`src/rtl/assert_macros.svh`:
```
// Assertion helpers used by the top-level RTL file.
`ifndef ASSERT_MACROS_SVH
`define ASSERT_MACROS_SVH

// Check a condition at every clock edge outside reset.
`define RDSF_ASSERT(label, clk_i, rstn_i, expr) \
    label: assert property (@(posedge clk_i) disable iff (!rstn_i) (expr)) \
        else $error("assertion failed");

// Check that a condition in one cycle implies another in the next cycle.
`define RDSF_ASSERT_NEXT(label, clk_i, rstn_i, pre, post) \
    label: assert property (@(posedge clk_i) disable iff (!rstn_i) (pre) |=> (post)) \
        else $error("assertion failed");

`endif

```
`src/rtl/rdsf_pkg.sv`:
```
package rdsf_pkg;

    localparam int MAX_WINDOW = 32;
    localparam int WCNT_W     = $clog2(MAX_WINDOW + 1);
    localparam int UPC_W      = 6;
    localparam int CFG_IDX_W  = 3;
    localparam int CFG_DATA_W = 32;

    typedef logic [UPC_W-1:0]  upc_t;
    typedef logic [WCNT_W-1:0] wcnt_t;

    typedef enum logic [2:0] {
        PH_IDLE   = 3'd0,
        PH_CONN   = 3'd1,
        PH_SEND   = 3'd2,
        PH_DISC   = 3'd3,
        PH_CLOSED = 3'd4,
        PH_FAILED = 3'd5
    } phase_t;

    localparam logic [2:0] REQ_START   = 3'd0;
    localparam logic [2:0] REQ_ACK     = 3'd1;
    localparam logic [2:0] REQ_RST     = 3'd2;
    localparam logic [2:0] REQ_OTHER   = 3'd3;
    localparam logic [2:0] REQ_TIMEOUT = 3'd4;

    localparam logic [CFG_IDX_W-1:0] CFG_FILE_LENGTH   = 3'd0;
    localparam logic [CFG_IDX_W-1:0] CFG_INIT_SEQ      = 3'd1;
    localparam logic [CFG_IDX_W-1:0] CFG_RESET_LIMIT   = 3'd2;
    localparam logic [CFG_IDX_W-1:0] CFG_TIMEOUT_LIMIT = 3'd3;
    localparam logic [CFG_IDX_W-1:0] CFG_PAYLOAD_BYTES = 3'd4;

    localparam logic [3:0] FLAG_NONE = 4'b0000;
    localparam logic [3:0] FLAG_SYN  = 4'b0001;
    localparam logic [3:0] FLAG_FIN  = 4'b0010;
    localparam logic [3:0] FLAG_DAT  = 4'b0100;
    localparam logic [3:0] FLAG_RES  = 4'b1000;

    typedef enum logic [3:0] {
        OP_NOP,
        OP_START,
        OP_EMIT,
        OP_CLR_TMO,
        OP_CHK_ACK1,
        OP_INC_SEQ,
        OP_PHASE,
        OP_ACK_SEQ,
        OP_REWIND,
        OP_BUMP_RST,
        OP_BUMP_TMO,
        OP_IDX,
        OP_CHK_IDX,
        OP_WIN_INIT,
        OP_DAT,
        OP_FLUSH
    } op_t;

    typedef enum logic [2:0] {
        C_NEXT,
        C_ALWAYS,
        C_FLAG,
        C_NFLAG,
        C_MORE,
        C_WAIT
    } cond_t;

    typedef struct packed {
        op_t        op;
        cond_t      cond;
        upc_t       target;
        logic [3:0] flags;
        phase_t     phase;
    } ctrl_word_t;

    typedef struct packed {
        logic flag;
        logic more;
        logic stall;
    } status_t;

    typedef struct packed {
        logic        valid;
        logic [3:0]  flags;
        logic [31:0] seq;
        logic [11:0] len;
        logic [30:0] off;
        phase_t      phase;
        logic        last;
    } result_t;

    // Microprogram entry points and steps
    localparam upc_t A_DISPATCH  = upc_t'(0);
    localparam upc_t A_START     = upc_t'(1);
    localparam upc_t A_CONN_ACK  = upc_t'(3);
    localparam upc_t A_SYNRES    = upc_t'(8);
    localparam upc_t A_CONN_RST  = upc_t'(9);
    localparam upc_t A_FAIL      = upc_t'(13);
    localparam upc_t A_CONN_TMO  = upc_t'(14);
    localparam upc_t A_SEND_ACK  = upc_t'(17);
    localparam upc_t A_SEND_RST  = upc_t'(24);
    localparam upc_t A_SEND_TMO  = upc_t'(29);
    localparam upc_t A_DISC_ACK  = upc_t'(32);
    localparam upc_t A_FINRES    = upc_t'(35);
    localparam upc_t A_DISC_RST  = upc_t'(36);
    localparam upc_t A_DISC_TMO  = upc_t'(40);
    localparam upc_t A_BAD_PHASE = upc_t'(43);
    localparam upc_t A_WINDOW    = upc_t'(44);
    localparam upc_t A_WIN_LOOP  = upc_t'(45);
    localparam upc_t A_FINISH    = upc_t'(49);

    function automatic ctrl_word_t cw(op_t op, cond_t cond, upc_t target,
                                      logic [3:0] flags, phase_t phase);
        ctrl_word_t w;
        w.op     = op;
        w.cond   = cond;
        w.target = target;
        w.flags  = flags;
        w.phase  = phase;
        return w;
    endfunction

    function automatic ctrl_word_t ucode_rom(upc_t upc);
        ctrl_word_t w;
        case (upc)
            6'd0:  w = cw(OP_NOP,      C_WAIT,   A_DISPATCH, FLAG_NONE, PH_IDLE);
            // start
            6'd1:  w = cw(OP_START,    C_NEXT,   A_DISPATCH, FLAG_NONE, PH_IDLE);
            6'd2:  w = cw(OP_EMIT,     C_ALWAYS, A_FINISH,   FLAG_SYN,  PH_IDLE);
            // ack while connecting
            6'd3:  w = cw(OP_CLR_TMO,  C_NEXT,   A_DISPATCH, FLAG_NONE, PH_IDLE);
            6'd4:  w = cw(OP_CHK_ACK1, C_NEXT,   A_DISPATCH, FLAG_NONE, PH_IDLE);
            6'd5:  w = cw(OP_NOP,      C_NFLAG,  A_SYNRES,   FLAG_NONE, PH_IDLE);
            6'd6:  w = cw(OP_INC_SEQ,  C_NEXT,   A_DISPATCH, FLAG_NONE, PH_IDLE);
            6'd7:  w = cw(OP_PHASE,    C_ALWAYS, A_WINDOW,   FLAG_NONE, PH_SEND);
            6'd8:  w = cw(OP_EMIT,     C_ALWAYS, A_FINISH,   FLAG_SYN | FLAG_RES, PH_IDLE);
            // reset while connecting
            6'd9:  w = cw(OP_CLR_TMO,  C_NEXT,   A_DISPATCH, FLAG_NONE, PH_IDLE);
            6'd10: w = cw(OP_BUMP_RST, C_NEXT,   A_DISPATCH, FLAG_NONE, PH_IDLE);
            6'd11: w = cw(OP_NOP,      C_FLAG,   A_FAIL,     FLAG_NONE, PH_IDLE);
            6'd12: w = cw(OP_NOP,      C_ALWAYS, A_SYNRES,   FLAG_NONE, PH_IDLE);
            6'd13: w = cw(OP_PHASE,    C_ALWAYS, A_FINISH,   FLAG_NONE, PH_FAILED);
            // timeout while connecting
            6'd14: w = cw(OP_BUMP_TMO, C_NEXT,   A_DISPATCH, FLAG_NONE, PH_IDLE);
            6'd15: w = cw(OP_NOP,      C_FLAG,   A_FAIL,     FLAG_NONE, PH_IDLE);
            6'd16: w = cw(OP_NOP,      C_ALWAYS, A_SYNRES,   FLAG_NONE, PH_IDLE);
            // ack while sending
            6'd17: w = cw(OP_CLR_TMO,  C_NEXT,   A_DISPATCH, FLAG_NONE, PH_IDLE);
            6'd18: w = cw(OP_ACK_SEQ,  C_NEXT,   A_DISPATCH, FLAG_NONE, PH_IDLE);
            6'd19: w = cw(OP_IDX,      C_NEXT,   A_DISPATCH, FLAG_NONE, PH_IDLE);
            6'd20: w = cw(OP_CHK_IDX,  C_NEXT,   A_DISPATCH, FLAG_NONE, PH_IDLE);
            6'd21: w = cw(OP_NOP,      C_NFLAG,  A_WINDOW,   FLAG_NONE, PH_IDLE);
            6'd22: w = cw(OP_PHASE,    C_NEXT,   A_DISPATCH, FLAG_NONE, PH_DISC);
            6'd23: w = cw(OP_EMIT,     C_ALWAYS, A_FINISH,   FLAG_FIN,  PH_IDLE);
            // reset while sending
            6'd24: w = cw(OP_CLR_TMO,  C_NEXT,   A_DISPATCH, FLAG_NONE, PH_IDLE);
            6'd25: w = cw(OP_REWIND,   C_NEXT,   A_DISPATCH, FLAG_NONE, PH_IDLE);
            6'd26: w = cw(OP_BUMP_RST, C_NEXT,   A_DISPATCH, FLAG_NONE, PH_IDLE);
            6'd27: w = cw(OP_NOP,      C_FLAG,   A_FAIL,     FLAG_NONE, PH_IDLE);
            6'd28: w = cw(OP_NOP,      C_ALWAYS, A_WINDOW,   FLAG_NONE, PH_IDLE);
            // timeout while sending
            6'd29: w = cw(OP_BUMP_TMO, C_NEXT,   A_DISPATCH, FLAG_NONE, PH_IDLE);
            6'd30: w = cw(OP_NOP,      C_FLAG,   A_FAIL,     FLAG_NONE, PH_IDLE);
            6'd31: w = cw(OP_NOP,      C_ALWAYS, A_FINISH,   FLAG_NONE, PH_IDLE);
            // ack while disconnecting
            6'd32: w = cw(OP_CHK_ACK1, C_NEXT,   A_DISPATCH, FLAG_NONE, PH_IDLE);
            6'd33: w = cw(OP_NOP,      C_NFLAG,  A_FINRES,   FLAG_NONE, PH_IDLE);
            6'd34: w = cw(OP_PHASE,    C_ALWAYS, A_FINISH,   FLAG_NONE, PH_CLOSED);
            6'd35: w = cw(OP_EMIT,     C_ALWAYS, A_FINISH,   FLAG_FIN | FLAG_RES, PH_IDLE);
            // reset while disconnecting
            6'd36: w = cw(OP_CLR_TMO,  C_NEXT,   A_DISPATCH, FLAG_NONE, PH_IDLE);
            6'd37: w = cw(OP_BUMP_RST, C_NEXT,   A_DISPATCH, FLAG_NONE, PH_IDLE);
            6'd38: w = cw(OP_NOP,      C_FLAG,   A_FAIL,     FLAG_NONE, PH_IDLE);
            6'd39: w = cw(OP_NOP,      C_ALWAYS, A_FINRES,   FLAG_NONE, PH_IDLE);
            // timeout while disconnecting
            6'd40: w = cw(OP_BUMP_TMO, C_NEXT,   A_DISPATCH, FLAG_NONE, PH_IDLE);
            6'd41: w = cw(OP_NOP,      C_FLAG,   A_FAIL,     FLAG_NONE, PH_IDLE);
            6'd42: w = cw(OP_NOP,      C_ALWAYS, A_FINRES,   FLAG_NONE, PH_IDLE);
            6'd43: w = cw(OP_PHASE,    C_ALWAYS, A_FINISH,   FLAG_NONE, PH_IDLE);
            // data window: four steps per packet
            6'd44: w = cw(OP_WIN_INIT, C_NEXT,   A_DISPATCH, FLAG_NONE, PH_IDLE);
            6'd45: w = cw(OP_IDX,      C_NEXT,   A_DISPATCH, FLAG_NONE, PH_IDLE);
            6'd46: w = cw(OP_CHK_IDX,  C_NEXT,   A_DISPATCH, FLAG_NONE, PH_IDLE);
            6'd47: w = cw(OP_NOP,      C_FLAG,   A_FINISH,   FLAG_NONE, PH_IDLE);
            6'd48: w = cw(OP_DAT,      C_MORE,   A_WIN_LOOP, FLAG_NONE, PH_IDLE);
            6'd49: w = cw(OP_FLUSH,    C_ALWAYS, A_DISPATCH, FLAG_NONE, PH_IDLE);
            default: w = cw(OP_NOP,    C_ALWAYS, A_DISPATCH, FLAG_NONE, PH_IDLE);
        endcase
        return w;
    endfunction

    function automatic upc_t dispatch_entry(phase_t phase, logic [2:0] req);
        upc_t a;
        a = A_FINISH;
        case (phase)
            PH_IDLE, PH_CLOSED, PH_FAILED:
            begin
                if (req == REQ_START)
                    a = A_START;
            end
            PH_CONN:
            begin
                case (req)
                    REQ_ACK:     a = A_CONN_ACK;
                    REQ_RST:     a = A_CONN_RST;
                    REQ_OTHER:   a = A_SYNRES;
                    REQ_TIMEOUT: a = A_CONN_TMO;
                    default:     a = A_FINISH;
                endcase
            end
            PH_SEND:
            begin
                case (req)
                    REQ_ACK:     a = A_SEND_ACK;
                    REQ_RST:     a = A_SEND_RST;
                    REQ_OTHER:   a = A_WINDOW;
                    REQ_TIMEOUT: a = A_SEND_TMO;
                    default:     a = A_FINISH;
                endcase
            end
            PH_DISC:
            begin
                case (req)
                    REQ_ACK:     a = A_DISC_ACK;
                    REQ_RST:     a = A_DISC_RST;
                    REQ_OTHER:   a = A_FINRES;
                    REQ_TIMEOUT: a = A_DISC_TMO;
                    default:     a = A_FINISH;
                endcase
            end
            default: a = A_BAD_PHASE;
        endcase
        return a;
    endfunction

endpackage

```
`src/rtl/rdsf_seq.sv`:
```
module rdsf_seq
    import rdsf_pkg::*;
(
    input  logic       clk,
    input  logic       rst_n,
    input  logic       in_valid,
    input  logic [2:0] in_req,
    input  phase_t     phase,
    input  status_t    status,
    output logic       in_ready,
    output ctrl_word_t ctrl
);

    upc_t upc_reg;
    upc_t upc_next;
    upc_t upc_plus1;

    assign ctrl      = ucode_rom(upc_reg);
    assign in_ready  = (ctrl.cond == C_WAIT);
    assign upc_plus1 = upc_reg + upc_t'(1);

    always_comb
    begin
        upc_next = upc_reg;
        if (ctrl.cond == C_WAIT)
        begin
            if (in_valid)
                upc_next = dispatch_entry(phase, in_req);
        end
        else if (!status.stall)
        begin
            case (ctrl.cond)
                C_NEXT:   upc_next = upc_plus1;
                C_ALWAYS: upc_next = ctrl.target;
                C_FLAG:   upc_next = status.flag ? ctrl.target : upc_plus1;
                C_NFLAG:  upc_next = status.flag ? upc_plus1 : ctrl.target;
                C_MORE:   upc_next = status.more ? ctrl.target : upc_plus1;
                default:  upc_next = A_DISPATCH;
            endcase
        end
    end

    always_ff @(posedge clk or negedge rst_n)
    begin
        if (!rst_n)
            upc_reg <= A_DISPATCH;
        else
            upc_reg <= upc_next;
    end

endmodule

```
`src/rtl/rdsf_datapath.sv`:
```
module rdsf_datapath
    import rdsf_pkg::*;
(
    input  logic                  clk,
    input  logic                  rst_n,
    input  logic                  cfg_we,
    input  logic [CFG_IDX_W-1:0]  cfg_index,
    input  logic [CFG_DATA_W-1:0] cfg_data,
    input  logic                  in_fire,
    input  logic [31:0]           in_ack,
    input  logic [15:0]           in_win,
    input  ctrl_word_t            ctrl,
    input  logic                  out_free,
    output phase_t                phase,
    output status_t               status,
    output logic                  push_valid,
    output result_t               push_data
);

    logic [30:0] file_length_reg,   file_length_next;
    logic [31:0] init_seq_reg,      init_seq_next;
    logic [7:0]  reset_limit_reg,   reset_limit_next;
    logic [7:0]  timeout_limit_reg, timeout_limit_next;
    logic [11:0] payload_bytes_reg, payload_bytes_next;

    phase_t      phase_reg,         phase_next;
    logic [31:0] seq_now_reg,       seq_now_next;
    logic [31:0] seq_before_reg,    seq_before_next;
    logic [31:0] seq_base_reg,      seq_base_next;
    logic [7:0]  resets_seen_reg,   resets_seen_next;
    logic [7:0]  timeouts_seen_reg, timeouts_seen_next;
    logic [31:0] ack_reg,           ack_next;
    logic [15:0] win_reg,           win_next;
    wcnt_t       wcnt_reg,          wcnt_next;
    logic [31:0] idx_reg,           idx_next;
    logic [30:0] rem_reg,           rem_next;
    logic        res_reg,           res_next;
    logic        flag_reg,          flag_next;
    logic        pend_valid_reg,    pend_valid_next;
    result_t     pend_reg,          pend_next;

    logic [11:0] pay_eff;
    logic [11:0] dat_size;
    logic        need_push;
    logic        stall;
    result_t     empty_res;

    assign pay_eff  = (payload_bytes_reg == 12'd0) ? 12'd1 : payload_bytes_reg;
    assign dat_size = (rem_reg < {19'd0, pay_eff}) ? rem_reg[11:0] : pay_eff;

    assign need_push = ((ctrl.op == OP_EMIT || ctrl.op == OP_DAT) && pend_valid_reg)
                       || (ctrl.op == OP_FLUSH);
    assign stall     = need_push && !out_free;

    assign phase        = phase_reg;
    assign status.flag  = flag_reg;
    assign status.more  = (wcnt_reg > wcnt_t'(1));
    assign status.stall = stall;

    always_comb
    begin
        empty_res       = '0;
        empty_res.phase = phase_reg;
        empty_res.last  = 1'b1;

        push_valid = 1'b0;
        push_data  = pend_reg;
        push_data.phase = phase_reg;
        push_data.last  = 1'b0;
        if (need_push && out_free)
        begin
            push_valid = 1'b1;
            if (ctrl.op == OP_FLUSH)
            begin
                if (pend_valid_reg)
                    push_data.last = 1'b1;
                else
                    push_data = empty_res;
            end
        end
    end

    always_comb
    begin
        file_length_next   = file_length_reg;
        init_seq_next      = init_seq_reg;
        reset_limit_next   = reset_limit_reg;
        timeout_limit_next = timeout_limit_reg;
        payload_bytes_next = payload_bytes_reg;
        phase_next         = phase_reg;
        seq_now_next       = seq_now_reg;
        seq_before_next    = seq_before_reg;
        seq_base_next      = seq_base_reg;
        resets_seen_next   = resets_seen_reg;
        timeouts_seen_next = timeouts_seen_reg;
        ack_next           = ack_reg;
        win_next           = win_reg;
        wcnt_next          = wcnt_reg;
        idx_next           = idx_reg;
        rem_next           = rem_reg;
        res_next           = res_reg;
        flag_next          = flag_reg;
        pend_valid_next    = pend_valid_reg;
        pend_next          = pend_reg;

        if (cfg_we)
        begin
            case (cfg_index)
                CFG_FILE_LENGTH:   file_length_next   = cfg_data[30:0];
                CFG_INIT_SEQ:      init_seq_next      = cfg_data[31:0];
                CFG_RESET_LIMIT:   reset_limit_next   = cfg_data[7:0];
                CFG_TIMEOUT_LIMIT: timeout_limit_next = cfg_data[7:0];
                CFG_PAYLOAD_BYTES: payload_bytes_next = cfg_data[11:0];
                default: ;
            endcase
        end

        if (in_fire)
        begin
            ack_next = in_ack;
            win_next = in_win;
        end

        if (!stall)
        begin
            case (ctrl.op)
                OP_START:
                begin
                    seq_now_next       = init_seq_reg;
                    seq_base_next      = init_seq_reg + 32'd1;
                    seq_before_next    = '0;
                    resets_seen_next   = '0;
                    timeouts_seen_next = '0;
                    phase_next         = PH_CONN;
                end
                OP_EMIT:
                begin
                    pend_valid_next = 1'b1;
                    pend_next       = '0;
                    pend_next.valid = 1'b1;
                    pend_next.flags = ctrl.flags;
                    pend_next.seq   = seq_now_reg;
                end
                OP_CLR_TMO:  timeouts_seen_next = '0;
                OP_CHK_ACK1: flag_next = (ack_reg == seq_now_reg + 32'd1);
                OP_INC_SEQ:  seq_now_next = seq_now_reg + 32'd1;
                OP_PHASE:    phase_next = ctrl.phase;
                OP_ACK_SEQ:
                begin
                    seq_before_next = seq_now_reg;
                    seq_now_next    = ack_reg;
                end
                OP_REWIND:   seq_now_next = seq_base_reg;
                OP_BUMP_RST:
                begin
                    flag_next = (resets_seen_reg > reset_limit_reg);
                    if (!(resets_seen_reg > reset_limit_reg) && resets_seen_reg != 8'hFF)
                        resets_seen_next = resets_seen_reg + 8'd1;
                end
                OP_BUMP_TMO:
                begin
                    flag_next = (timeouts_seen_reg > timeout_limit_reg);
                    if (!(timeouts_seen_reg > timeout_limit_reg) && timeouts_seen_reg != 8'hFF)
                        timeouts_seen_next = timeouts_seen_reg + 8'd1;
                end
                OP_IDX:      idx_next = seq_now_reg - seq_base_reg;
                OP_CHK_IDX:
                begin
                    // flag marks no data left at this position
                    flag_next = (idx_reg >= {1'b0, file_length_reg});
                    rem_next  = file_length_reg - idx_reg[30:0];
                    res_next  = (seq_now_reg < seq_before_reg);
                end
                OP_WIN_INIT:
                begin
                    if (win_reg == 16'd0)
                        wcnt_next = wcnt_t'(1);
                    else if (win_reg > 16'(MAX_WINDOW))
                        wcnt_next = wcnt_t'(MAX_WINDOW);
                    else
                        wcnt_next = win_reg[WCNT_W-1:0];
                end
                OP_DAT:
                begin
                    pend_valid_next = 1'b1;
                    pend_next       = '0;
                    pend_next.valid = 1'b1;
                    pend_next.flags = FLAG_DAT | (res_reg ? FLAG_RES : FLAG_NONE);
                    pend_next.seq   = seq_now_reg;
                    pend_next.len   = dat_size;
                    pend_next.off   = idx_reg[30:0];
                    seq_now_next    = seq_now_reg + {20'd0, dat_size};
                    wcnt_next       = wcnt_reg - wcnt_t'(1);
                end
                OP_FLUSH:    pend_valid_next = 1'b0;
                default: ;
            endcase
        end
    end

    always_ff @(posedge clk or negedge rst_n)
    begin
        if (!rst_n)
        begin
            file_length_reg   <= '0;
            init_seq_reg      <= '0;
            reset_limit_reg   <= 8'd10;
            timeout_limit_reg <= 8'd10;
            payload_bytes_reg <= 12'd1024;
            phase_reg         <= PH_IDLE;
            seq_now_reg       <= '0;
            seq_before_reg    <= '0;
            seq_base_reg      <= '0;
            resets_seen_reg   <= '0;
            timeouts_seen_reg <= '0;
            wcnt_reg          <= '0;
            flag_reg          <= 1'b0;
            pend_valid_reg    <= 1'b0;
        end
        else
        begin
            file_length_reg   <= file_length_next;
            init_seq_reg      <= init_seq_next;
            reset_limit_reg   <= reset_limit_next;
            timeout_limit_reg <= timeout_limit_next;
            payload_bytes_reg <= payload_bytes_next;
            phase_reg         <= phase_next;
            seq_now_reg       <= seq_now_next;
            seq_before_reg    <= seq_before_next;
            seq_base_reg      <= seq_base_next;
            resets_seen_reg   <= resets_seen_next;
            timeouts_seen_reg <= timeouts_seen_next;
            wcnt_reg          <= wcnt_next;
            flag_reg          <= flag_next;
            pend_valid_reg    <= pend_valid_next;
        end
    end

    always_ff @(posedge clk)
    begin
        ack_reg  <= ack_next;
        win_reg  <= win_next;
        idx_reg  <= idx_next;
        rem_reg  <= rem_next;
        res_reg  <= res_next;
        pend_reg <= pend_next;
    end

endmodule

```
`src/rtl/rdsf_out_reg.sv`:
```
module rdsf_out_reg
    import rdsf_pkg::*;
(
    input  logic    clk,
    input  logic    rst_n,
    input  logic    push_valid,
    input  result_t push_data,
    input  logic    m_ready,
    output logic    out_free,
    output logic    m_valid,
    output result_t m_data
);

    logic    out_valid_reg, out_valid_next;
    result_t out_data_reg,  out_data_next;

    assign out_free = !out_valid_reg || m_ready;
    assign m_valid  = out_valid_reg;
    assign m_data   = out_data_reg;

    always_comb
    begin
        out_valid_next = out_valid_reg;
        out_data_next  = out_data_reg;
        if (push_valid)
        begin
            out_valid_next = 1'b1;
            out_data_next  = push_data;
        end
        else if (m_ready)
            out_valid_next = 1'b0;
    end

    always_ff @(posedge clk or negedge rst_n)
    begin
        if (!rst_n)
            out_valid_reg <= 1'b0;
        else
            out_valid_reg <= out_valid_next;
    end

    always_ff @(posedge clk)
    begin
        out_data_reg <= out_data_next;
    end

endmodule

```
`src/rtl/reliable_datagram_sender_fsm.sv`:
```
// Sender control for a windowed go-back-N datagram transfer.
// Slave stream: one network event per transaction (start, ACK, RST, other,
// timeout). Master stream: one packet descriptor per transaction, at least one
// per event; tlast marks the final descriptor of an event, and an event that
// sends nothing yields one descriptor with tuser bit 0 low.
// Configuration registers are written through cfg_we/cfg_index/cfg_data while
// no event is in progress: a rule for the user that the block does not enforce.
// Timing: an event is taken in the dispatch step, then its microcode routine
// runs from a constant control store. A data window runs a four-step loop per
// packet (offset, remaining bytes, end check, clipped emit). A descriptor
// enters the output register at the next emit step or at the final step of
// its routine and is presented in the following cycle; the next event can be
// taken in the cycle after the final descriptor enters the output register.
// A stalled receiver freezes the sequencer at its next emit or final step; one
// descriptor waits in the output register and one more in a staging register.
// Reset returns to idle with sequence state cleared and the registers at
// their defaults.
`include "assert_macros.svh"

module reliable_datagram_sender_fsm
    import rdsf_pkg::*;
(
    input  logic                  clk,
    input  logic                  rst_n,
    input  logic                  cfg_we,
    input  logic [CFG_IDX_W-1:0]  cfg_index,
    input  logic [CFG_DATA_W-1:0] cfg_data,
    input  logic                  s_axis_tvalid,
    output logic                  s_axis_tready,
    input  logic [47:0]           s_axis_tdata,  // ack_number, adv_window
    input  logic [2:0]            s_axis_tuser,  // req_type
    output logic                  m_axis_tvalid,
    input  logic                  m_axis_tready,
    // packet_sequence, payload_length, file_offset, phase, zero pad
    output logic [79:0]           m_axis_tdata,
    output logic [4:0]            m_axis_tuser,  // packet_valid, packet_flags
    output logic                  m_axis_tlast
);

    ctrl_word_t ctrl;
    status_t    status;
    phase_t     phase;
    logic       in_fire;
    logic       out_free;
    logic       push_valid;
    result_t    push_data;
    result_t    out_data;

    assign in_fire = s_axis_tvalid && s_axis_tready;

    rdsf_seq u_seq (
        .clk      (clk),
        .rst_n    (rst_n),
        .in_valid (s_axis_tvalid),
        .in_req   (s_axis_tuser),
        .phase    (phase),
        .status   (status),
        .in_ready (s_axis_tready),
        .ctrl     (ctrl)
    );

    rdsf_datapath u_datapath (
        .clk        (clk),
        .rst_n      (rst_n),
        .cfg_we     (cfg_we),
        .cfg_index  (cfg_index),
        .cfg_data   (cfg_data),
        .in_fire    (in_fire),
        .in_ack     (s_axis_tdata[31:0]),
        .in_win     (s_axis_tdata[47:32]),
        .ctrl       (ctrl),
        .out_free   (out_free),
        .phase      (phase),
        .status     (status),
        .push_valid (push_valid),
        .push_data  (push_data)
    );

    rdsf_out_reg u_out_reg (
        .clk        (clk),
        .rst_n      (rst_n),
        .push_valid (push_valid),
        .push_data  (push_data),
        .m_ready    (m_axis_tready),
        .out_free   (out_free),
        .m_valid    (m_axis_tvalid),
        .m_data     (out_data)
    );

    assign m_axis_tdata = {2'b00, out_data.phase, out_data.off, out_data.len, out_data.seq};
    assign m_axis_tuser = {out_data.flags, out_data.valid};
    assign m_axis_tlast = out_data.last;

    `RDSF_ASSERT(a_push_only_when_free, clk, rst_n, !push_valid || !m_axis_tvalid || m_axis_tready)
    `RDSF_ASSERT_NEXT(a_leave_dispatch, clk, rst_n, in_fire, !s_axis_tready)
    `RDSF_ASSERT(a_last_from_flush, clk, rst_n, !(push_valid && push_data.last) || ctrl.op == OP_FLUSH)

endmodule

```
`config.mk`:
```
export PLATFORM = sky130hd
export DESIGN_NAME = reliable_datagram_sender_fsm
export DESIGN_NICKNAME = d
export VERILOG_FILES = /design/src/rtl/rdsf_pkg.sv /design/src/rtl/rdsf_seq.sv /design/src/rtl/rdsf_datapath.sv /design/src/rtl/rdsf_out_reg.sv /design/src/rtl/reliable_datagram_sender_fsm.sv
export VERILOG_INCLUDE_DIRS = /design/src /design/src/rtl
export SDC_FILE = /design/constraint.sdc
export NUM_CORES = 1
export LEC_CHECK = 0
export ABC_AREA = 1
export BUFFER_PORTS_ARGS = -buffer_cell sky130_fd_sc_hd__buf_4
export CELL_PAD_IN_SITES_DETAIL_PLACEMENT = 0
export CELL_PAD_IN_SITES_GLOBAL_PLACEMENT = 2
export CORE_MARGIN = 1.5
export CORE_UTILIZATION = 35
export CTS_BUF_LIST = sky130_fd_sc_hd__clkbuf_8
export CTS_CLUSTER_SIZE = 10
export DETAILED_ROUTE_END_ITERATION = 8
export PLACE_DENSITY = 0.76
export SLEW_MARGIN = 25
export SYNTH_ARGS = -nofsm -noshare
export SYNTH_HDL_FRONTEND = slang
export SYNTH_SLANG_ARGS = --single-unit
```
`constraint.sdc`:
```
create_clock -name clk -period 4.06 [get_ports clk]
set_clock_uncertainty 0.05 [all_clocks]
set_input_delay 0.406 -clock clk [delete_from_list [all_inputs] [get_ports clk]]
set_output_delay 0.406 -clock clk [all_outputs]
set_load 0.05 [all_outputs]
```
==> impl_metrics.tcl <==
set metrics [dict create \
    cts_buffers 91 \
    synth_enable_flop_cells 275 \
    p_leak_nw 16.3 \
    synthesis.instances 3551 \
    die_y_um 293 \
    setup_viol 0 \
    synth_cell_types 56 \
    setup.worst_path.end_class "flop" \
    wl_per_cell_um 20.0 \
    outcome "complete, no violations" \
    async_reset_ff_share_pct 44.6 \
    largest_reg_flops 84 \
    use_met2_pct 37.9 \
    met1_usage_pct 32.8 \
    coreArea_mm2 0.0834 \
    ant_nets 0 \
    h-tree-depth 3 \
    syn-cell-area_mm2 0.0294 \
    grt_pass1_vias 24132 \
    clock_sinks 496 \
    comb_power_share_pct 52.5 \
    hold_class "input port to flop" \
    antenna_found_initial 1 \
    drive_gt1_share_pct 12.5 \
    vias 24794 \
    power.share.clock_pct 17.0 \
    cts_tree "yes" \
    grt_util_all_layers_pct 23.5 \
    fmax_mhz 260 \
    drt_iter0_drc 1786 \
    hold_ws_ps 59.5 \
    p_int_mw 15.7 \
    grt_max_degree 90 \
    grt_busiest_layer "met2" \
    maxCapViolCount 0 \
    yosys_register_bits 496 \
    clockRootBuffer "clkbuf_8" \
    grt-ovfl-total 0 \
    totalPowerFinal_mw 30.5 \
    place_inst 4809 \
    seqPwrFrac_pct 30.5 \
    initial_core_util_pct 35.2 \
    post-route-period-util_pct 94.8 \
    dr.pass1.iters 6 \
    fill_cells 8581 \
    grt_pass1_wl_um 151000 \
    num_rows 106 \
    synthFlopType "edfxtp_1" \
    gp_congestion 0.923 \
    layout.cells.most_common "nand2_1" \
    finalNonFillerCells 5055 \
    fin_nets 4166 \
    design.portCount 179 \
    port_buffers 176 \
    insertion_delay_ps 720 \
    startpoint_type "flop" \
    required_ps 4570 \
    peakVddDrop_mv 0.423 \
    critical_path_class "flop to flop" \
    finalCriticalPeriod_ps 3850 \
    slew_headroom_pct 34.2 \
    tns_ps 0 \
    cts_buffer_depth 3 \
    rsz0062_at_grt "yes" \
    hold_viol 0 \
    switchingPower_mw 14.7 \
    dp_hpwl_um 77600 \
    cp.arrival_ps 4360 \
    die-area_mm2 0.0857 \
    power_density_mw_per_mm2 867 \
    final_cell_mix "nand2_1, inv_1, nor2_1, edfxtp_1, o21ai_0" \
    worstMarginPinSlew_ps 983 \
    path_max_fanout 8 \
    met3_usage_pct 3.44 \
    clkTransAtPathRegs_ps 60 \
    multi_input_area_mm2 0.0133 \
    yosysWarnings 0 \
    die_w_um 293 \
    drt-total-wl_um 101000 \
    ys_seq_area_share_pct 47.0 \
    power.share.switching_pct 48.4 \
    areaGrowthSynthToFinish_pct 19.7 \
    viasPerCell 4.90 \
    drc 0 \
    slew_violations 0 \
    final-seq-area_mm2 0.0138 \
    avgSynthCellArea_um2 8.27 \
]
==> kinds of logic after synthesis <==
group	share of synthesized area (%)
compound gates	10.7
xor+xnor	3.94
fa+ha+maj	7.70
buf+inv	8.20
flops	47.0
mux	0.0383
other cells	0.0128
simple gates	22.4
==> metal layers <==
metal  share of wire (%)  routed length [um]  vias to the layer above
met5                   0                   0                        -
met4                 2.4                2370                        0
met3                 4.7                4750                      127
met2                  46               46300                      580
met1                  47               47400                    11678
li1                    -                   -                    12409
==> power by group through the flow <==
stage	logic [mW]	clock network, mW	registers, mW
detailed placement	15.9	0	9.39
floorplan	9.22	0	10.5
global route	17.7	5.56	9.46
CTS	16.1	5.36	9.31
global placement	16.0	0	9.37
finish	16.0	5.19	9.28
==> cells in the mapped netlist, types with 3 or more instances <==
cell	count	area share, %
xor2_1	80	2.4
nand2_2	11	0.23
o21ai_0	258	4.4
xnor2_1	42	1.3
nand3b_1	21	0.54
a21boi_0	4	0.10
nor2_2	7	0.15
edfxtp_1	275	28
dfstp_2	5	0.45
xnor3_1	4	0.31
nor4_1	14	0.30
inv_1	503	6.4
nand4_1	71	1.5
o21ai_1	27	0.46
nand2_1	933	12
buf_6	7	0.27
nor2_1	292	3.7
a31oi_1	6	0.13
o21ai_2	12	0.36
o211ai_1	24	0.61
nand2_4	3	0.11
or2_2	4	0.085
o21bai_1	10	0.26
a21o_1	8	0.20
nor2_4	6	0.23
ha_1	176	7.5
o21a_1	4	0.10
inv_2	17	0.22
nor3_1	28	0.48
buf_4	9	0.23
nand3_1	169	2.9
dfrtp_1	216	18
o31ai_1	3	0.077
buf_2	28	0.48
clkbuf_1	38	0.49
fa_1	3	0.20
a21oi_1	160	2.7
o22ai_1	47	1.0
==> area by class of cell <==
cell class | count | share of cell area (%)
Inverter | 524 | 5.62
Tap cell | 1080 | 3.84
Timing Repair Buffer | 335 | 8.01
Antenna cell | 1 | 0.00712
Clock inverter | 66 | 1.47
Sequential cell | 496 | 39.2
Clock buffer | 105 | 4.11
Multi-Input combinational cell | 2448 | 37.7
==> worst max-delay path: stages (launching register included) <==
cell and delay [ps]:
dfstp_2 530, inv_1 80, ha_4 290, nand2_1 50
o21ai_0 160, a21oi_1 90, buf_4 160, nand2_2 90
buf_6 120, buf_4 110, nand2_1 40, nand2_1 120
inv_1 60, ha_1 350, nand2_1 110, o21ai_0 460
inv_1 80, nand2_1 150, buf_6 150, nand4_1 70
nand3_1 120, nand4_1 100, nand2_1 80, o21ai_2 50
==> per-stage QoR <==
| step | utilization (%) | instance area, um2 | worst slack, ps |
|---|---|---|---|
| 4_1_cts | 42.0 | 35100 | 85.5 |
| 3_5_place_dp | 38.8 | 32400 | 116 |
| 6_report | 42.2 | 35200 | 212 |
| 2_1_floorplan | - | 29400 | 47.7 |
| 3_3_place_gp | 38.8 | 32400 | 194 |
| 5_1_grt | 42.2 | 35200 | 3.85 |
==> path summary, 6_finish.rpt <==
kind / slack [ps] / to / cells after the start / startpoint
min in group asynchronous: 310 / u_datapath.seq_before_reg[5]$_DFFE_PN0P_ / 2 / rst_n
worst min register to register: 440 / u_datapath.seq_base_reg[3]$_DFFE_PN0P_ / 2 / u_datapath.seq_base_reg[3]$_DFFE_PN0P_
max in group asynchronous: 2660 / u_datapath.seq_base_reg[21]$_DFFE_PN0P_ / 3 / rst_n
worst min-delay path: 60 / u_datapath.file_length_reg[9]$_DFFE_PN0P_ / 3 / cfg_data[9]
worst max register to register: 210 / u_datapath.seq_now_reg[24]$_DFFE_PN0P_ / 23 / u_datapath.payload_bytes_reg[10]$_DFFE_PN1P_
worst max-delay path: 210 / u_datapath.seq_now_reg[24]$_DFFE_PN0P_ / 23 / u_datapath.payload_bytes_reg[10]$_DFFE_PN1P_
==> timing repair <==
item | in CTS | in global routing
hold buffers | 71 | 0
hold endpoints to repair | 174 | 0
gates resized for setup | 0 | 19
endpoints found under the setup margin | 0 | 20
buffers inserted | 0 | 2
(Power assumes the default switching activity.)
